<file path="config.mk">
export PLATFORM = sky130hd
export DESIGN_NAME = consensus_proposer_fsm_flat
export DESIGN_NICKNAME = d
export VERILOG_FILES = /design/src/hdl/cpf_pkg.sv /design/src/hdl/cpf_ifs.sv /design/src/hdl/cpf_step.sv /design/src/hdl/consensus_proposer_fsm.sv /design/src/flat_wrapper.sv
export SDC_FILE = /design/constraint.sdc
export NUM_CORES = 1
export LEC_CHECK = 0
export ABC_CLOCK_PERIOD_IN_PS = 7050
export BUFFER_PORTS_ARGS = -buffer_cell sky130_fd_sc_hd__buf_4
export CAP_MARGIN = 15
export CORE_MARGIN = 2
export CORE_UTILIZATION = 50
export CTS_CLUSTER_SIZE = 28
export DETAILED_ROUTE_END_ITERATION = 8
export PLACE_DENSITY = 0.65
export SKIP_CTS_REPAIR_TIMING = 1
export SLEW_MARGIN = 20
export SYNTH_ARGS = -nofsm -noshare
export SYNTH_HDL_FRONTEND = slang
export SYNTH_SLANG_ARGS = --single-unit
</file>
<file path="constraint.sdc">
create_clock -name clock -period 7.05 [get_ports clock]
set_input_delay 0.705 -clock clock [delete_from_list [all_inputs] [get_ports clock]]
set_output_delay 0.705 -clock clock [all_outputs]
set_load 0.005 [all_outputs]
</file>
<file path="src/hdl/cpf_pkg.sv">
`default_nettype none

package cpf_pkg;

   localparam int MAX_NODES = 32;

   localparam int ID_W      = 5;
   localparam int CNT_W     = 6;
   localparam int WORD_W    = 32;
   localparam int TICK_W    = 16;
   localparam int CSR_IDX_W = 3;

   localparam logic [CNT_W-1:0]  CNT_MAX  = '1;
   localparam logic [TICK_W-1:0] TICK_MAX = '1;

   typedef enum logic [3:0] {
      PH_IDLE    = 4'b0001,
      PH_OK      = 4'b0010,
      PH_SUCCESS = 4'b0100,
      PH_DONE    = 4'b1000
   } phase_type;

   // input action codes
   localparam logic [1:0] ACT_START = 2'd0;
   localparam logic [1:0] ACT_TICK  = 2'd1;
   localparam logic [1:0] ACT_MSG   = 2'd2;

   // received message commands
   localparam logic [1:0] CMD_OK      = 2'd0;
   localparam logic [1:0] CMD_SUCCESS = 2'd1;

   // outgoing message kinds
   localparam logic [1:0] KIND_REQUEST = 2'd0;
   localparam logic [1:0] KIND_PROPOSE = 2'd1;
   localparam logic [1:0] KIND_EXECUTE = 2'd2;
   localparam logic [1:0] KIND_GIVE_UP = 2'd3;

   // register indexes
   localparam logic [CSR_IDX_W-1:0] CSR_OWN_ID          = 3'd0;
   localparam logic [CSR_IDX_W-1:0] CSR_NODE_COUNT      = 3'd1;
   localparam logic [CSR_IDX_W-1:0] CSR_START_TICKET    = 3'd2;
   localparam logic [CSR_IDX_W-1:0] CSR_INITIAL_VALUE   = 3'd3;
   localparam logic [CSR_IDX_W-1:0] CSR_PHASE_TIMEOUT   = 3'd4;
   localparam logic [CSR_IDX_W-1:0] CSR_OVERALL_TIMEOUT = 3'd5;

   typedef struct packed {
      logic [ID_W-1:0]          own_id;
      logic [CNT_W-1:0]         node_count;
      logic [WORD_W-1:0]        start_ticket;
      logic signed [WORD_W-1:0] initial_value;
      logic [TICK_W-1:0]        phase_timeout;
      logic [TICK_W-1:0]        overall_timeout;
   } cfg_type;

   typedef struct packed {
      logic [1:0]               action;
      logic [1:0]               msg_command;
      logic [ID_W-1:0]          msg_sender;
      logic [WORD_W-1:0]        msg_ticket;
      logic signed [WORD_W-1:0] msg_value;
   } item_type;

   typedef struct packed {
      logic [1:0]               send_kind;
      logic [ID_W-1:0]          from_node;
      logic [WORD_W-1:0]        dest_mask;
      logic [WORD_W-1:0]        send_ticket;
      logic signed [WORD_W-1:0] send_value;
   } result_type;

   typedef struct packed {
      phase_type                phase;
      logic [WORD_W-1:0]        ticket;
      logic [WORD_W-1:0]        best_ticket;
      logic signed [WORD_W-1:0] chosen_value;
      logic [CNT_W-1:0]         ok_count;
      logic [CNT_W-1:0]         success_count;
      logic [WORD_W-1:0]        responder_mask;
      logic [TICK_W-1:0]        phase_ticks;
      logic [TICK_W-1:0]        total_ticks;
   } state_type;

   // Nodes 0..n-1 are members, n limited to MAX_NODES and the mask width.
   function automatic logic [WORD_W-1:0] member_mask(input logic [CNT_W-1:0] n);
      int                lim;
      logic [WORD_W-1:0] m;
      lim = int'(n);
      if (lim > MAX_NODES) begin
         lim = MAX_NODES;
      end
      for (int i = 0; i < WORD_W; i++) begin
         m[i] = (i < lim);
      end
      return m;
   endfunction

endpackage

`default_nettype wire

</file>
<file path="src/hdl/cpf_ifs.sv">
`default_nettype none

interface cpf_req_if import cpf_pkg::*; ();
   logic                     valid;
   logic                     ready;
   logic [1:0]               action;
   logic [1:0]               msg_command;
   logic [ID_W-1:0]          msg_sender;
   logic [WORD_W-1:0]        msg_ticket;
   logic signed [WORD_W-1:0] msg_value;

   modport source (output valid, action, msg_command, msg_sender, msg_ticket, msg_value,
                   input ready);
   modport sink   (input valid, action, msg_command, msg_sender, msg_ticket, msg_value,
                   output ready);
endinterface

interface cpf_rsp_if import cpf_pkg::*; ();
   logic                     valid;
   logic                     ready;
   logic [1:0]               send_kind;
   logic [ID_W-1:0]          from_node;
   logic [WORD_W-1:0]        dest_mask;
   logic [WORD_W-1:0]        send_ticket;
   logic signed [WORD_W-1:0] send_value;

   modport source (output valid, send_kind, from_node, dest_mask, send_ticket, send_value,
                   input ready);
   modport sink   (input valid, send_kind, from_node, dest_mask, send_ticket, send_value,
                   output ready);
endinterface

interface cpf_csr_if import cpf_pkg::*; ();
   logic                 valid;
   logic                 ready;
   logic [CSR_IDX_W-1:0] index;
   logic [WORD_W-1:0]    data;

   modport source (output valid, index, data, input ready);
   modport sink   (input valid, index, data, output ready);
endinterface

`default_nettype wire

</file>
<file path="src/hdl/cpf_step.sv">
`default_nettype none

module cpf_step import cpf_pkg::*; (
   input  state_type  state,
   input  cfg_type    cfg,
   input  item_type   item,
   output state_type  state_next,
   output logic       res_valid,
   output result_type res
);

   logic [CNT_W-1:0]  half;
   logic [WORD_W-1:0] members;
   logic [CNT_W-1:0]  ok_inc;
   logic [CNT_W-1:0]  succ_inc;
   logic [TICK_W-1:0] total_inc;
   logic [TICK_W-1:0] phase_inc;
   logic [WORD_W-1:0] attempt_ticket;

   assign half    = cfg.node_count >> 1;
   assign members = member_mask(cfg.node_count);

   assign ok_inc    = (state.ok_count == CNT_MAX) ? state.ok_count : state.ok_count + 1'b1;
   assign succ_inc  = (state.success_count == CNT_MAX) ? state.success_count
                                                       : state.success_count + 1'b1;
   assign total_inc = (state.total_ticks == TICK_MAX) ? state.total_ticks
                                                      : state.total_ticks + 1'b1;
   assign phase_inc = (state.phase_ticks == TICK_MAX) ? state.phase_ticks
                                                      : state.phase_ticks + 1'b1;

   // start reloads the ticket before raising it; a phase timeout raises the current one
   assign attempt_ticket = ((item.action == ACT_START) ? cfg.start_ticket : state.ticket)
                           + 1'b1;

   always_comb begin
      state_next      = state;
      res_valid       = 1'b0;
      res.send_kind   = KIND_REQUEST;
      res.from_node   = cfg.own_id;
      res.dest_mask   = members;
      res.send_ticket = '0;
      res.send_value  = state.chosen_value;

      if (item.action == ACT_START) begin
         state_next.ticket         = attempt_ticket;
         state_next.chosen_value   = cfg.initial_value;
         state_next.total_ticks    = '0;
         state_next.phase          = PH_OK;
         state_next.ok_count       = '0;
         state_next.success_count  = '0;
         state_next.best_ticket    = '0;
         state_next.responder_mask = '0;
         state_next.phase_ticks    = '0;
         res_valid                 = 1'b1;
         res.send_ticket           = attempt_ticket;
         res.send_value            = '0;
      end else if (item.action == ACT_TICK) begin
         if (state.phase == PH_OK || state.phase == PH_SUCCESS) begin
            state_next.total_ticks = total_inc;
            state_next.phase_ticks = phase_inc;
            if (total_inc >= cfg.overall_timeout) begin
               state_next.phase = PH_DONE;
               res_valid        = 1'b1;
               res.send_kind    = KIND_GIVE_UP;
            end else if (phase_inc >= cfg.phase_timeout) begin
               state_next.ticket         = attempt_ticket;
               state_next.phase          = PH_OK;
               state_next.ok_count       = '0;
               state_next.success_count  = '0;
               state_next.best_ticket    = '0;
               state_next.responder_mask = '0;
               state_next.phase_ticks    = '0;
               res_valid                 = 1'b1;
               res.send_ticket           = attempt_ticket;
               res.send_value            = '0;
            end
         end
      end else if (item.action == ACT_MSG) begin
         if (state.phase == PH_OK && item.msg_command == CMD_OK) begin
            state_next.ok_count       = ok_inc;
            state_next.responder_mask = state.responder_mask
                                        | (WORD_W'(1) << item.msg_sender);
            if (item.msg_ticket > state.best_ticket) begin
               state_next.best_ticket  = item.msg_ticket;
               state_next.chosen_value = item.msg_value;
            end
            if (ok_inc > half) begin
               state_next.phase         = PH_SUCCESS;
               state_next.success_count = '0;
               state_next.phase_ticks   = '0;
               res_valid                = 1'b1;
               res.send_kind            = KIND_PROPOSE;
               res.dest_mask            = state_next.responder_mask;
               res.send_ticket          = state.ticket;
               res.send_value           = state_next.chosen_value;
            end
         end else if (state.phase == PH_SUCCESS && item.msg_command == CMD_SUCCESS) begin
            state_next.success_count = succ_inc;
            if (succ_inc > half) begin
               state_next.phase = PH_DONE;
               res_valid        = 1'b1;
               res.send_kind    = KIND_EXECUTE;
            end
         end
      end
   end

endmodule

`default_nettype wire

</file>
<file path="src/hdl/consensus_proposer_fsm.sv">
`default_nettype none

// Proposer of a three-phase consensus exchange. Each req item is a start, a
// tick or a received message; each causes at most one rsp item (ticket
// request, propose, execute or give-up). Items pass through an input
// register, combinational update logic against the proposer state, and a
// result register, so one item is taken every clock cycle unless stalled.
// The only stall comes from the result register: while a result waits there
// and rsp_ch.ready is low, the item in the input register holds and
// req_ch.ready drops. Registers are written through csr_ch (always ready);
// the user must write them only while no item is in flight, and the block
// itself does not enforce this. Index 0 own_id, 1 node_count, 2 start_ticket,
// 3 initial_value, 4 phase_timeout, 5 overall_timeout, other indexes are dropped.
module consensus_proposer_fsm import cpf_pkg::*; (
   input  wire logic  clock,
   input  wire logic  reset,
   cpf_req_if.sink    req_ch,
   cpf_rsp_if.source  rsp_ch,
   cpf_csr_if.sink    csr_ch
);

   cfg_type    cfg_ff, cfg_in;
   state_type  state_ff, state_in;
   item_type   item_ff;
   logic       stage_vld_ff, stage_vld_in;
   logic       rsp_vld_ff, rsp_vld_in;
   result_type rsp_ff;

   state_type  step_state;
   logic       step_res_valid;
   result_type step_res;

   logic       req_accept;
   logic       advance;

   // The stage moves on when the result slot is free or being emptied.
   assign advance    = stage_vld_ff && (!rsp_vld_ff || rsp_ch.ready);
   assign req_ch.ready = !stage_vld_ff || advance;
   assign req_accept = req_ch.valid && req_ch.ready;

   assign csr_ch.ready = 1'b1;

   // Register writes
   always_comb begin
      cfg_in = cfg_ff;
      if (csr_ch.valid) begin
         case (csr_ch.index)
            CSR_OWN_ID:          cfg_in.own_id          = csr_ch.data[ID_W-1:0];
            CSR_NODE_COUNT:      cfg_in.node_count      = csr_ch.data[CNT_W-1:0];
            CSR_START_TICKET:    cfg_in.start_ticket    = csr_ch.data;
            CSR_INITIAL_VALUE:   cfg_in.initial_value   = csr_ch.data;
            CSR_PHASE_TIMEOUT:   cfg_in.phase_timeout   = csr_ch.data[TICK_W-1:0];
            CSR_OVERALL_TIMEOUT: cfg_in.overall_timeout = csr_ch.data[TICK_W-1:0];
            default:             cfg_in = cfg_ff;
         endcase
      end
   end

   cpf_step u_step (
      .state      (state_ff),
      .cfg        (cfg_ff),
      .item       (item_ff),
      .state_next (step_state),
      .res_valid  (step_res_valid),
      .res        (step_res)
   );

   // Commit the state only when the stage advances.
   assign state_in = advance ? step_state : state_ff;

   always_comb begin
      stage_vld_in = stage_vld_ff;
      if (req_accept) begin
         stage_vld_in = 1'b1;
      end else if (advance) begin
         stage_vld_in = 1'b0;
      end
   end

   // Fill the result slot on a producing item, drop it when taken.
   always_comb begin
      rsp_vld_in = rsp_vld_ff;
      if (advance && step_res_valid) begin
         rsp_vld_in = 1'b1;
      end else if (rsp_ch.ready) begin
         rsp_vld_in = 1'b0;
      end
   end

   always_ff @(posedge clock) begin
      if (reset) begin
         cfg_ff.own_id          <= '0;
         cfg_ff.node_count      <= CNT_W'(5);
         cfg_ff.start_ticket    <= '0;
         cfg_ff.initial_value   <= '0;
         cfg_ff.phase_timeout   <= TICK_W'(100);
         cfg_ff.overall_timeout <= TICK_W'(1000);
         state_ff.phase          <= PH_IDLE;
         state_ff.ticket         <= '0;
         state_ff.best_ticket    <= '0;
         state_ff.chosen_value   <= '0;
         state_ff.ok_count       <= '0;
         state_ff.success_count  <= '0;
         state_ff.responder_mask <= '0;
         state_ff.phase_ticks    <= '0;
         state_ff.total_ticks    <= '0;
         stage_vld_ff <= 1'b0;
         rsp_vld_ff   <= 1'b0;
      end else begin
         cfg_ff       <= cfg_in;
         state_ff     <= state_in;
         stage_vld_ff <= stage_vld_in;
         rsp_vld_ff   <= rsp_vld_in;
      end
   end

   // Payload registers, no reset
   always_ff @(posedge clock) begin
      if (req_accept) begin
         item_ff.action      <= req_ch.action;
         item_ff.msg_command <= req_ch.msg_command;
         item_ff.msg_sender  <= req_ch.msg_sender;
         item_ff.msg_ticket  <= req_ch.msg_ticket;
         item_ff.msg_value   <= req_ch.msg_value;
      end
      if (advance && step_res_valid) begin
         rsp_ff <= step_res;
      end
   end

   assign rsp_ch.valid       = rsp_vld_ff;
   assign rsp_ch.send_kind   = rsp_ff.send_kind;
   assign rsp_ch.from_node   = rsp_ff.from_node;
   assign rsp_ch.dest_mask   = rsp_ff.dest_mask;
   assign rsp_ch.send_ticket = rsp_ff.send_ticket;
   assign rsp_ch.send_value  = rsp_ff.send_value;

   // Every attempt opens with the success count cleared.
   a_ok_phase_success_clear : assert property (@(posedge clock) disable iff (reset)
      state_ff.phase == PH_OK |-> state_ff.success_count == '0)
      else $error("success count nonzero while collecting ok replies");

   // A fresh result comes only from an item that sat in the input register.
   a_rsp_from_stage : assert property (@(posedge clock) disable iff (reset)
      $rose(rsp_vld_ff) |-> $past(stage_vld_ff))
      else $error("result appeared without an item in the stage");

   // Before the first start nothing has been counted.
   a_idle_clean : assert property (@(posedge clock) disable iff (reset)
      state_ff.phase == PH_IDLE |-> (state_ff.total_ticks == '0 && state_ff.ok_count == '0
                                     && state_ff.responder_mask == '0))
      else $error("idle proposer holds counts");

   // A full slot that is not taken keeps the stage from advancing.
   a_no_overwrite : assert property (@(posedge clock) disable iff (reset)
      (rsp_vld_ff && !rsp_ch.ready) |=> $stable(rsp_ff))
      else $error("waiting result overwritten");

endmodule

`default_nettype wire

</file>
<file path="src/flat_wrapper.sv">
// flat-port wrapper written by rule: the top's interface ports become plain ports
module consensus_proposer_fsm_flat import cpf_pkg::*;
  (clock, reset, req_ch_valid, req_ch_action, req_ch_msg_command, req_ch_msg_sender, req_ch_msg_ticket, req_ch_msg_value, req_ch_ready, rsp_ch_valid, rsp_ch_send_kind, rsp_ch_from_node, rsp_ch_dest_mask, rsp_ch_send_ticket, rsp_ch_send_value, rsp_ch_ready, csr_ch_valid, csr_ch_index, csr_ch_data, csr_ch_ready);
  cpf_req_if req_ch_i ();
  cpf_rsp_if rsp_ch_i ();
  cpf_csr_if csr_ch_i ();
  input  wire logic clock;
  input  wire logic reset;
  input wire logic [$bits(req_ch_i.valid)-1:0] req_ch_valid;
  input wire logic [$bits(req_ch_i.action)-1:0] req_ch_action;
  input wire logic [$bits(req_ch_i.msg_command)-1:0] req_ch_msg_command;
  input wire logic [$bits(req_ch_i.msg_sender)-1:0] req_ch_msg_sender;
  input wire logic [$bits(req_ch_i.msg_ticket)-1:0] req_ch_msg_ticket;
  input wire logic [$bits(req_ch_i.msg_value)-1:0] req_ch_msg_value;
  output wire logic [$bits(req_ch_i.ready)-1:0] req_ch_ready;
  output wire logic [$bits(rsp_ch_i.valid)-1:0] rsp_ch_valid;
  output wire logic [$bits(rsp_ch_i.send_kind)-1:0] rsp_ch_send_kind;
  output wire logic [$bits(rsp_ch_i.from_node)-1:0] rsp_ch_from_node;
  output wire logic [$bits(rsp_ch_i.dest_mask)-1:0] rsp_ch_dest_mask;
  output wire logic [$bits(rsp_ch_i.send_ticket)-1:0] rsp_ch_send_ticket;
  output wire logic [$bits(rsp_ch_i.send_value)-1:0] rsp_ch_send_value;
  input wire logic [$bits(rsp_ch_i.ready)-1:0] rsp_ch_ready;
  input wire logic [$bits(csr_ch_i.valid)-1:0] csr_ch_valid;
  input wire logic [$bits(csr_ch_i.index)-1:0] csr_ch_index;
  input wire logic [$bits(csr_ch_i.data)-1:0] csr_ch_data;
  output wire logic [$bits(csr_ch_i.ready)-1:0] csr_ch_ready;
  assign req_ch_i.valid = req_ch_valid;
  assign req_ch_i.action = req_ch_action;
  assign req_ch_i.msg_command = req_ch_msg_command;
  assign req_ch_i.msg_sender = req_ch_msg_sender;
  assign req_ch_i.msg_ticket = req_ch_msg_ticket;
  assign req_ch_i.msg_value = req_ch_msg_value;
  assign req_ch_ready = req_ch_i.ready;
  assign rsp_ch_valid = rsp_ch_i.valid;
  assign rsp_ch_send_kind = rsp_ch_i.send_kind;
  assign rsp_ch_from_node = rsp_ch_i.from_node;
  assign rsp_ch_dest_mask = rsp_ch_i.dest_mask;
  assign rsp_ch_send_ticket = rsp_ch_i.send_ticket;
  assign rsp_ch_send_value = rsp_ch_i.send_value;
  assign rsp_ch_i.ready = rsp_ch_ready;
  assign csr_ch_i.valid = csr_ch_valid;
  assign csr_ch_i.index = csr_ch_index;
  assign csr_ch_i.data = csr_ch_data;
  assign csr_ch_ready = csr_ch_i.ready;
  consensus_proposer_fsm u_core (.clock(clock), .reset(reset), .req_ch(req_ch_i), .rsp_ch(rsp_ch_i), .csr_ch(csr_ch_i));
endmodule
</file>
==> After elaboration in Yosys (flattened, before gate mapping) <==
Cells that the tools add are included.
{ "op_classes": {"magnitude_cmp": 38, "reduce_logical": 40, "add_sub_neg": 5, "muxes": 65, "eq_ne": 21, "bitwise_logic": 1, "shift": 1} }
{ "op_table": {"columns": ["op", "count"], "rows": [
  ["6-bit by 32-bit < comparator with 1-bit output (first input constant)", 16],
  ["64-bit two-way mux", 7],
  ["96-bit two-way mux", 3],
  ["5-bit by 32-bit < comparator with 1-bit output (first input constant)", 8],
  ["32-bit two-way mux", 6],
  ["60-bit two-way mux", 3],
  ["176-bit two-way mux", 1],
  ["68-bit two-way mux", 2],
  ["4-bit by 32-bit < comparator with 1-bit output (first input constant)", 4],
  ["124-bit two-way mux", 1],
  ["76-bit two-way mux", 1],
  ["70-bit two-way mux", 1],
  ["3-bit by 32-bit < comparator with 1-bit output (first input constant)", 2],
  ["16-bit two-way mux", 4],
  ["48-bit two-way mux", 1],
  ["6-bit two-way mux", 6],
  ["16-bit by 1-bit adder with 16-bit output (second input constant)", 2],
  ["32-bit by 1-bit adder with 32-bit output (second input constant)", 1],
  ["16-bit equality test (second input constant)", 2],
  ["16-bit >= comparator", 2],
  ["32-bit > comparator", 1],
  ["1-bit by 32-bit < comparator with 1-bit output (first input constant)", 1],
  ["2-bit by 32-bit < comparator with 1-bit output (first input constant)", 1],
  ["32-bit bitwise OR", 1],
  ["other kinds (34)", 94]
]} }
{ "word_totals": {"reg_bits": 461, "wordCells": 198} }

==> Longest topological paths before layout <==
{ "logic_depth": {"word_depth": 11, "depth_mapped": 20, "ltp_nobuf": 16} }

==> Hierarchy <==
From an unflattened synthesis, not the netlist that was laid out.
{ "unflattened": {"cells_unflattened": 3006, "area_unflattened_um2": 26297.7} }
{ "modules_own_cells": {"columns": ["mod", "cells_each", "area_each_um2", "n_inst"], "rows": [
  ["consensus_proposer_fsm", 1456, 17113.9, 1],
  ["cpf_step", 1550, 9183.8, 1]
]} }

==> Worst setup path after synthesis <==
Ideal clock, no wire load.
{ "synth_path": {"path_kind": "register to register", "start": "register u_core.state_ff[0] in the netlist's numbering", "end": "register u_core.state_ff[175] in the netlist's numbering", "n_path_buf": 2, "required_ps": 6983, "period_less_slack_ps": 5760, "arrival_ps": 5693, "setup_ps": 67, "stages_incl_launch_ff": 19, "setup_slack_ps": 1290, "path_cell_list": "dfxtp_1 > ha_1 > and4_1 > and4_1 > clkbuf_1 > nand3_1 > and3_1 > clkbuf_1 > nand2_1 > xnor2_1 > ha_1 > o21ai_0 > o21ai_0 > a21oi_1 > o41ai_2 > a21o_1 > o21ai_1 > inv_1 > o221a_2"} }
{ "synth_via": {"elab_chain_cells": 7, "elab_cells_between_ends": 10, "classes_between": "add/sub: 1; order compare: 1; eq/ne: 2; mux: 5; reduce/logical: 1"} }
{ "synth_rtl": {"columns": ["item", "line", "source"], "rows": [
  ["start, declared", "consensus_proposer_fsm.sv:23", "state_type state_ff, state_in;"],
  ["start signal, assigned", "consensus_proposer_fsm.sv:111", "state_ff <= state_in;"],
  ["16-bit by 1-bit adder with 16-bit output or 16-bit equality test (tied branches)", "cpf_step.sv:27, cpf_step.sv:26", null],
  ["16-bit two-way mux *", "cpf_step.sv:26", "assign total_inc = (state.total_ticks == TICK_MAX) ? state.total_ticks"],
  ["16-bit >= comparator *", "cpf_step.sv:61", "if (total_inc >= cfg.overall_timeout) begin"],
  ["4-bit two-way mux", "cpf_step.sv:61", null],
  ["68-bit two-way mux", "cpf_step.sv:58", "if (state.phase == PH_OK || state.phase == PH_SUCCESS) begin"],
  ["4-bit two-way mux", "cpf_step.sv:57", "end else if (item.action == ACT_TICK) begin"],
  ["176-bit two-way mux", "cpf_step.sv:44", "if (item.action == ACT_START) begin"]
]} }
Every way passes the cells marked *; elsewhere a longest branch is shown, timed or not. The select of a mux whose other input is x is not followed.
A chain may end at the register's enable or synchronous reset.

==> Worst setup path in the final report <==
{ "layout_path": {"start": "register u_core.state_ff[0] in the netlist's numbering", "end": "register u_core.rsp_ff (netlist bit u_core.rsp_ch.dest_mask[10]), enable pin"} }
{ "layout_via": {"elab_chain_cells": 8, "elab_cells_between_ends": 9, "classes_between": "add/sub: 1; order compare: 1; eq/ne: 1; mux: 5; reduce/logical: 1"} }
{ "layout_rtl": {"columns": ["item", "line", "source"], "rows": [
  ["16-bit by 1-bit adder with 16-bit output or 16-bit equality test (tied branches)", "cpf_step.sv:27, cpf_step.sv:26", null],
  ["16-bit two-way mux *", "cpf_step.sv:26", null],
  ["16-bit >= comparator *", "cpf_step.sv:61", null],
  ["1-bit two-way mux *", "cpf_step.sv:61", null],
  ["1-bit two-way mux *", "cpf_step.sv:58", null],
  ["1-bit two-way mux *", "cpf_step.sv:57", null],
  ["1-bit two-way mux *", "cpf_step.sv:44", null],
  ["1-bit logical AND *", "consensus_proposer_fsm.sv:126", "if (advance && step_res_valid) begin"],
  ["end signal, assigned", "consensus_proposer_fsm.sv:127", "rsp_ff <= step_res;"],
  ["end, declared", "consensus_proposer_fsm.sv:27", "result_type rsp_ff;"]
]} }
Every way passes the cells marked *; elsewhere a longest branch is shown, timed or not.

==> out/results.tsv <==
stage	metric	value	unit
synthesis	top-count cell post-synth	nand2_1	
drt	number of routed nets with antenna violations	0	
sta	Final period util	0.765	
synthesis	largest family of logic cells by synthesized area	compound AO/OA/AOI/OAI gates	
synthesis	adder-cell share of the synthesized area	0.0454	
cells_and_area	fill count	3763	
sta	final setup vio count	0	
power	Switching Share	0.231	
drt	Post-Route WL	60100	µm
synthesis	register area share after synthesis	0.504	
sta	unrepaired setup endpoints after global routing	no	
synthesis	simple-gate portion of the synthesized area	0.172	
power	Clock power frac	0.445	
sta	Max Fclk	0.185	GHz
power	VDD IR max	0.164	mV
placement	port bufs	217	
die	row cnt	76	
drt	Residual DRC	0	
setup_path	Crit Path Max Fanout	74	
synthesis	Ys Warns	0	
clock_tree	clock sinks	461	
synthesis	Synth Instances	2289	
sta	max-slew violations	0	
global_routing	Congestion Overflow GR	0	
synthesis	Yosys top cell by area	dfxtp_1	
synthesis	Mapped Nets	2481	
synthesis	area share of the largest cell type after synthesis	0.262	
synthesis	dominant synthesized flop cell	dfxtp_1	
cells_and_area	Area growth, synth to finish	16.4	%
die	core box area	43100	µm²
power	Seq pwr share	0.497	
drt	drt first-iter violations	1501	
die	Die Footprint	45300	µm²
setup_path	crit end category	flip-flop	
setup_path	startpoint types	flip-flop	
setup_path	critical path type	reg -> reg	
min_path	worst min path class	in -> reg	
synthesis	Post-Synthesis Cell Area	21800	µm²
min_path	worst hold stages	1	
power	Switching Power	1.33	mW
sta	final hold vios	0	
clock_tree	H-tree depth	2	
global_routing	largest net degree at the start of global routing	96	
synthesis	Post-synth EDFFs	176	
sta	clock skew	17.1	ps
global_routing	GRT Util Overall	0.263	
setup_path	Worst EP required	7300	ps
synthesis	dominant cells by area after synthesis	dfxtp_1 (26%), edfxtp_1 (24%), nand2_1 (5.9%)	
die	die width	213	µm
synthesis	post-synthesis async set-or-reset flop share	0	
placement	routability cong.	0.911	
job	max cap viols	0	
cells_and_area	Layout Nets	2623	
cells_and_area	fin util	0.589	
placement	DP Wirelength	40400	µm
clock_tree	Clock transition at path regs	60	ps
die	num ports	219	
synthesis	Post-synth top cells	nand2_1 (342), dfxtp_1 (285), nor2_1 (228)	
die	Die H	213	µm
sta	Setup TNS Final	0	ps
drt	Avg WL per Cell	19.6	µm
clock_tree	CTS Buf Count	49	
sta	Slew HR	0.275	
synthesis	mean area per synthesized cell	9.52	µm²
global_routing	first-pass GRT wire length	93100	µm
sta	Worst Max-Slew Pin Slew	1080	ps
drt	DR pass1 iterations	7	
synthesis	Compound-Gate Fraction of Synth Area	0.199	
setup_path	CP Data Arrival Time	5650	ps
cells_and_area	area of the multi-input gates	9910	µm²
power	combinational share of power	0.059	
cells_and_area	fraction of layout cells with a size suffix above 1	0.161	
synthesis	Synth cell types	90	
synthesis	Synth Register Bits	461	
drt	Avg Vias per Cell	5.86	
power	Tot Pwr	5.78	mW
drt	vias post-DR	17913	
cells_and_area	Reg area	11000	µm²
sta	Tmin final	5400	ps
global_routing	vias in the first global route	16730	
setup_path	Worst R2R Path Depth	16	
clock_tree	Root Buffer	clkbuf_16	
status	outcome	complete, no violations	
clock_tree	Skew-Pair Late Insertion Delay	600	ps
synthesis	mux share of post-synthesis cell area	0.0150	
synthesis	post-synthesis xor/xnor area fraction	0.0205	
clock_tree	CTS tree	yes	
clock_tree	Clock Path Buffers	3	
die	Initial Util	0.506	
power	total power divided by cell area	228	nW/µm²
power	internal power	4.44	mW
power	Lkg Pwr	9.41	nW
global_routing	initial antenna violation count	0	
[state kept, by name, summed over array words and instances, names as in the netlist]
| name | cells |
|---|---|
| u_core.cfg_ff | 107 |
| u_core.item_ff | 73 |
| u_core.rsp_ch.dest_mask | 32 |
| u_core.rsp_ch.from_node | 5 |
| u_core.rsp_ch.send_kind | 2 |
| u_core.rsp_ch.send_ticket | 32 |
| u_core.rsp_ch.send_value | 32 |
| u_core.rsp_ch.valid | 1 |
| u_core.stage_vld_ff | 1 |
| u_core.state_ff | 176 |
[area by class of cell]
type                            instances  area share
Multi-Input combinational cell       1595       0.391
Clock inverter                         28      0.0102
Timing Repair Buffer                  241      0.0715
Tap cell                              585      0.0289
Inverter                               83      0.0124
Sequential cell                       461       0.433
Clock buffer                           63      0.0528
Antenna cell                            1   0.0000987
[power groups by stage]
stage / logic, mW / clock network (mW) / registers (mW)
final: 0.338 / 2.57 / 2.87
after global routing: 0.369 / 2.72 / 2.88
after CTS: 0.337 / 2.62 / 2.87
after detailed placement: 0.335 / 0 / 2.93
after global placement: 0.330 / 0 / 2.92
after floorplan: 0.186 / 0 / 2.91
[stage by stage]
| step | worst slack, ps | instances | hold slack, ps | area (µm²) |
|---|---|---|---|---|
| 3_3_place_gp | 1790 | 2965 | 412 | 23800 |
| 6_report | 1650 | 3057 | 278 | 25400 |
| 5_1_grt | 1260 | 3056 | 256 | 25400 |
| 3_5_place_dp | 1670 | 2965 | 419 | 23800 |
| 4_1_cts | 1640 | 3056 | 249 | 25400 |
| 2_1_floorplan | 1290 | 2289 | 408 | 21800 |
[worst max-delay path, stage by stage, from the launching register on]
cell,delay (ps)
dfxtp_1,360
ha_1,270
and4_1,200
and4_1,250
and3_1,220
nor2_1,410
nand3_1,160
xnor2_1,170
ha_1,280
o21ai_0,90
o21ai_0,210
a21oi_1,100
o41ai_2,630
a21o_1,230
o21ai_1,160
inv_4,790
buf_4,490
[layout by cell type (no fill, tap or decap), types with 14 or more instances in the layout]
| cell | instances |
|---|---|
| nor3_1 | 35 |
| dfxtp_1 | 285 |
| xnor2_1 | 37 |
| buf_4 | 240 |
| nor2_1 | 226 |
| o21ai_0 | 70 |
| a21oi_1 | 206 |
| nand2_1 | 342 |
| ha_1 | 79 |
| and2_1 | 18 |
| edfxtp_1 | 176 |
| a22o_1 | 80 |
| and3_1 | 24 |
| clkinv_2 | 15 |
| a22oi_1 | 50 |
| nand4_1 | 19 |
| clkbuf_16 | 50 |
| a31oi_1 | 34 |
| o221a_2 | 33 |
| inv_1 | 78 |
| nand3_1 | 42 |
| a211oi_1 | 43 |
| o211ai_1 | 25 |
| xor2_1 | 14 |
| mux2i_1 | 27 |
[kinds of logic after synthesis]
logic type,count (synthesis)
and+or+nand+nor,804
AOI/OAI and AO/OA,628
DFF,461
buffers and inverters,233
adders and majority gates,79
xor gates and xnor gates,51
muxes,32
other,1
[routing by layer]
layer / up-vias / track usage / wire, µm
li1: 8602 / - / -
met1: 8577 / 0.384 / 27600
met2: 649 / 0.409 / 27000
met3: 85 / 0.0347 / 4170
met4: 0 / 0.0752 / 1240
met5: - / 0 / 0
[worst paths after layout]
path | from | end | slack (ps)
max | u_core.state_ff[0]$_SDFFE_PP0P_ | u_core.rsp_ch.dest_mask[10]$_DFFE_PP_ | 1650
min | req_ch_msg_value[19] | u_core.item_ff[19]$_DFFE_PP_ | 280
max reg2reg | u_core.state_ff[0]$_SDFFE_PP0P_ | u_core.rsp_ch.dest_mask[10]$_DFFE_PP_ | 1650
min reg2reg | u_core.cfg_ff[106]$_SDFFE_PP0P_ | u_core.rsp_ch.from_node[4]$_DFFE_PP_ | 430
Note: power is estimated with default switching activity, not from simulation.
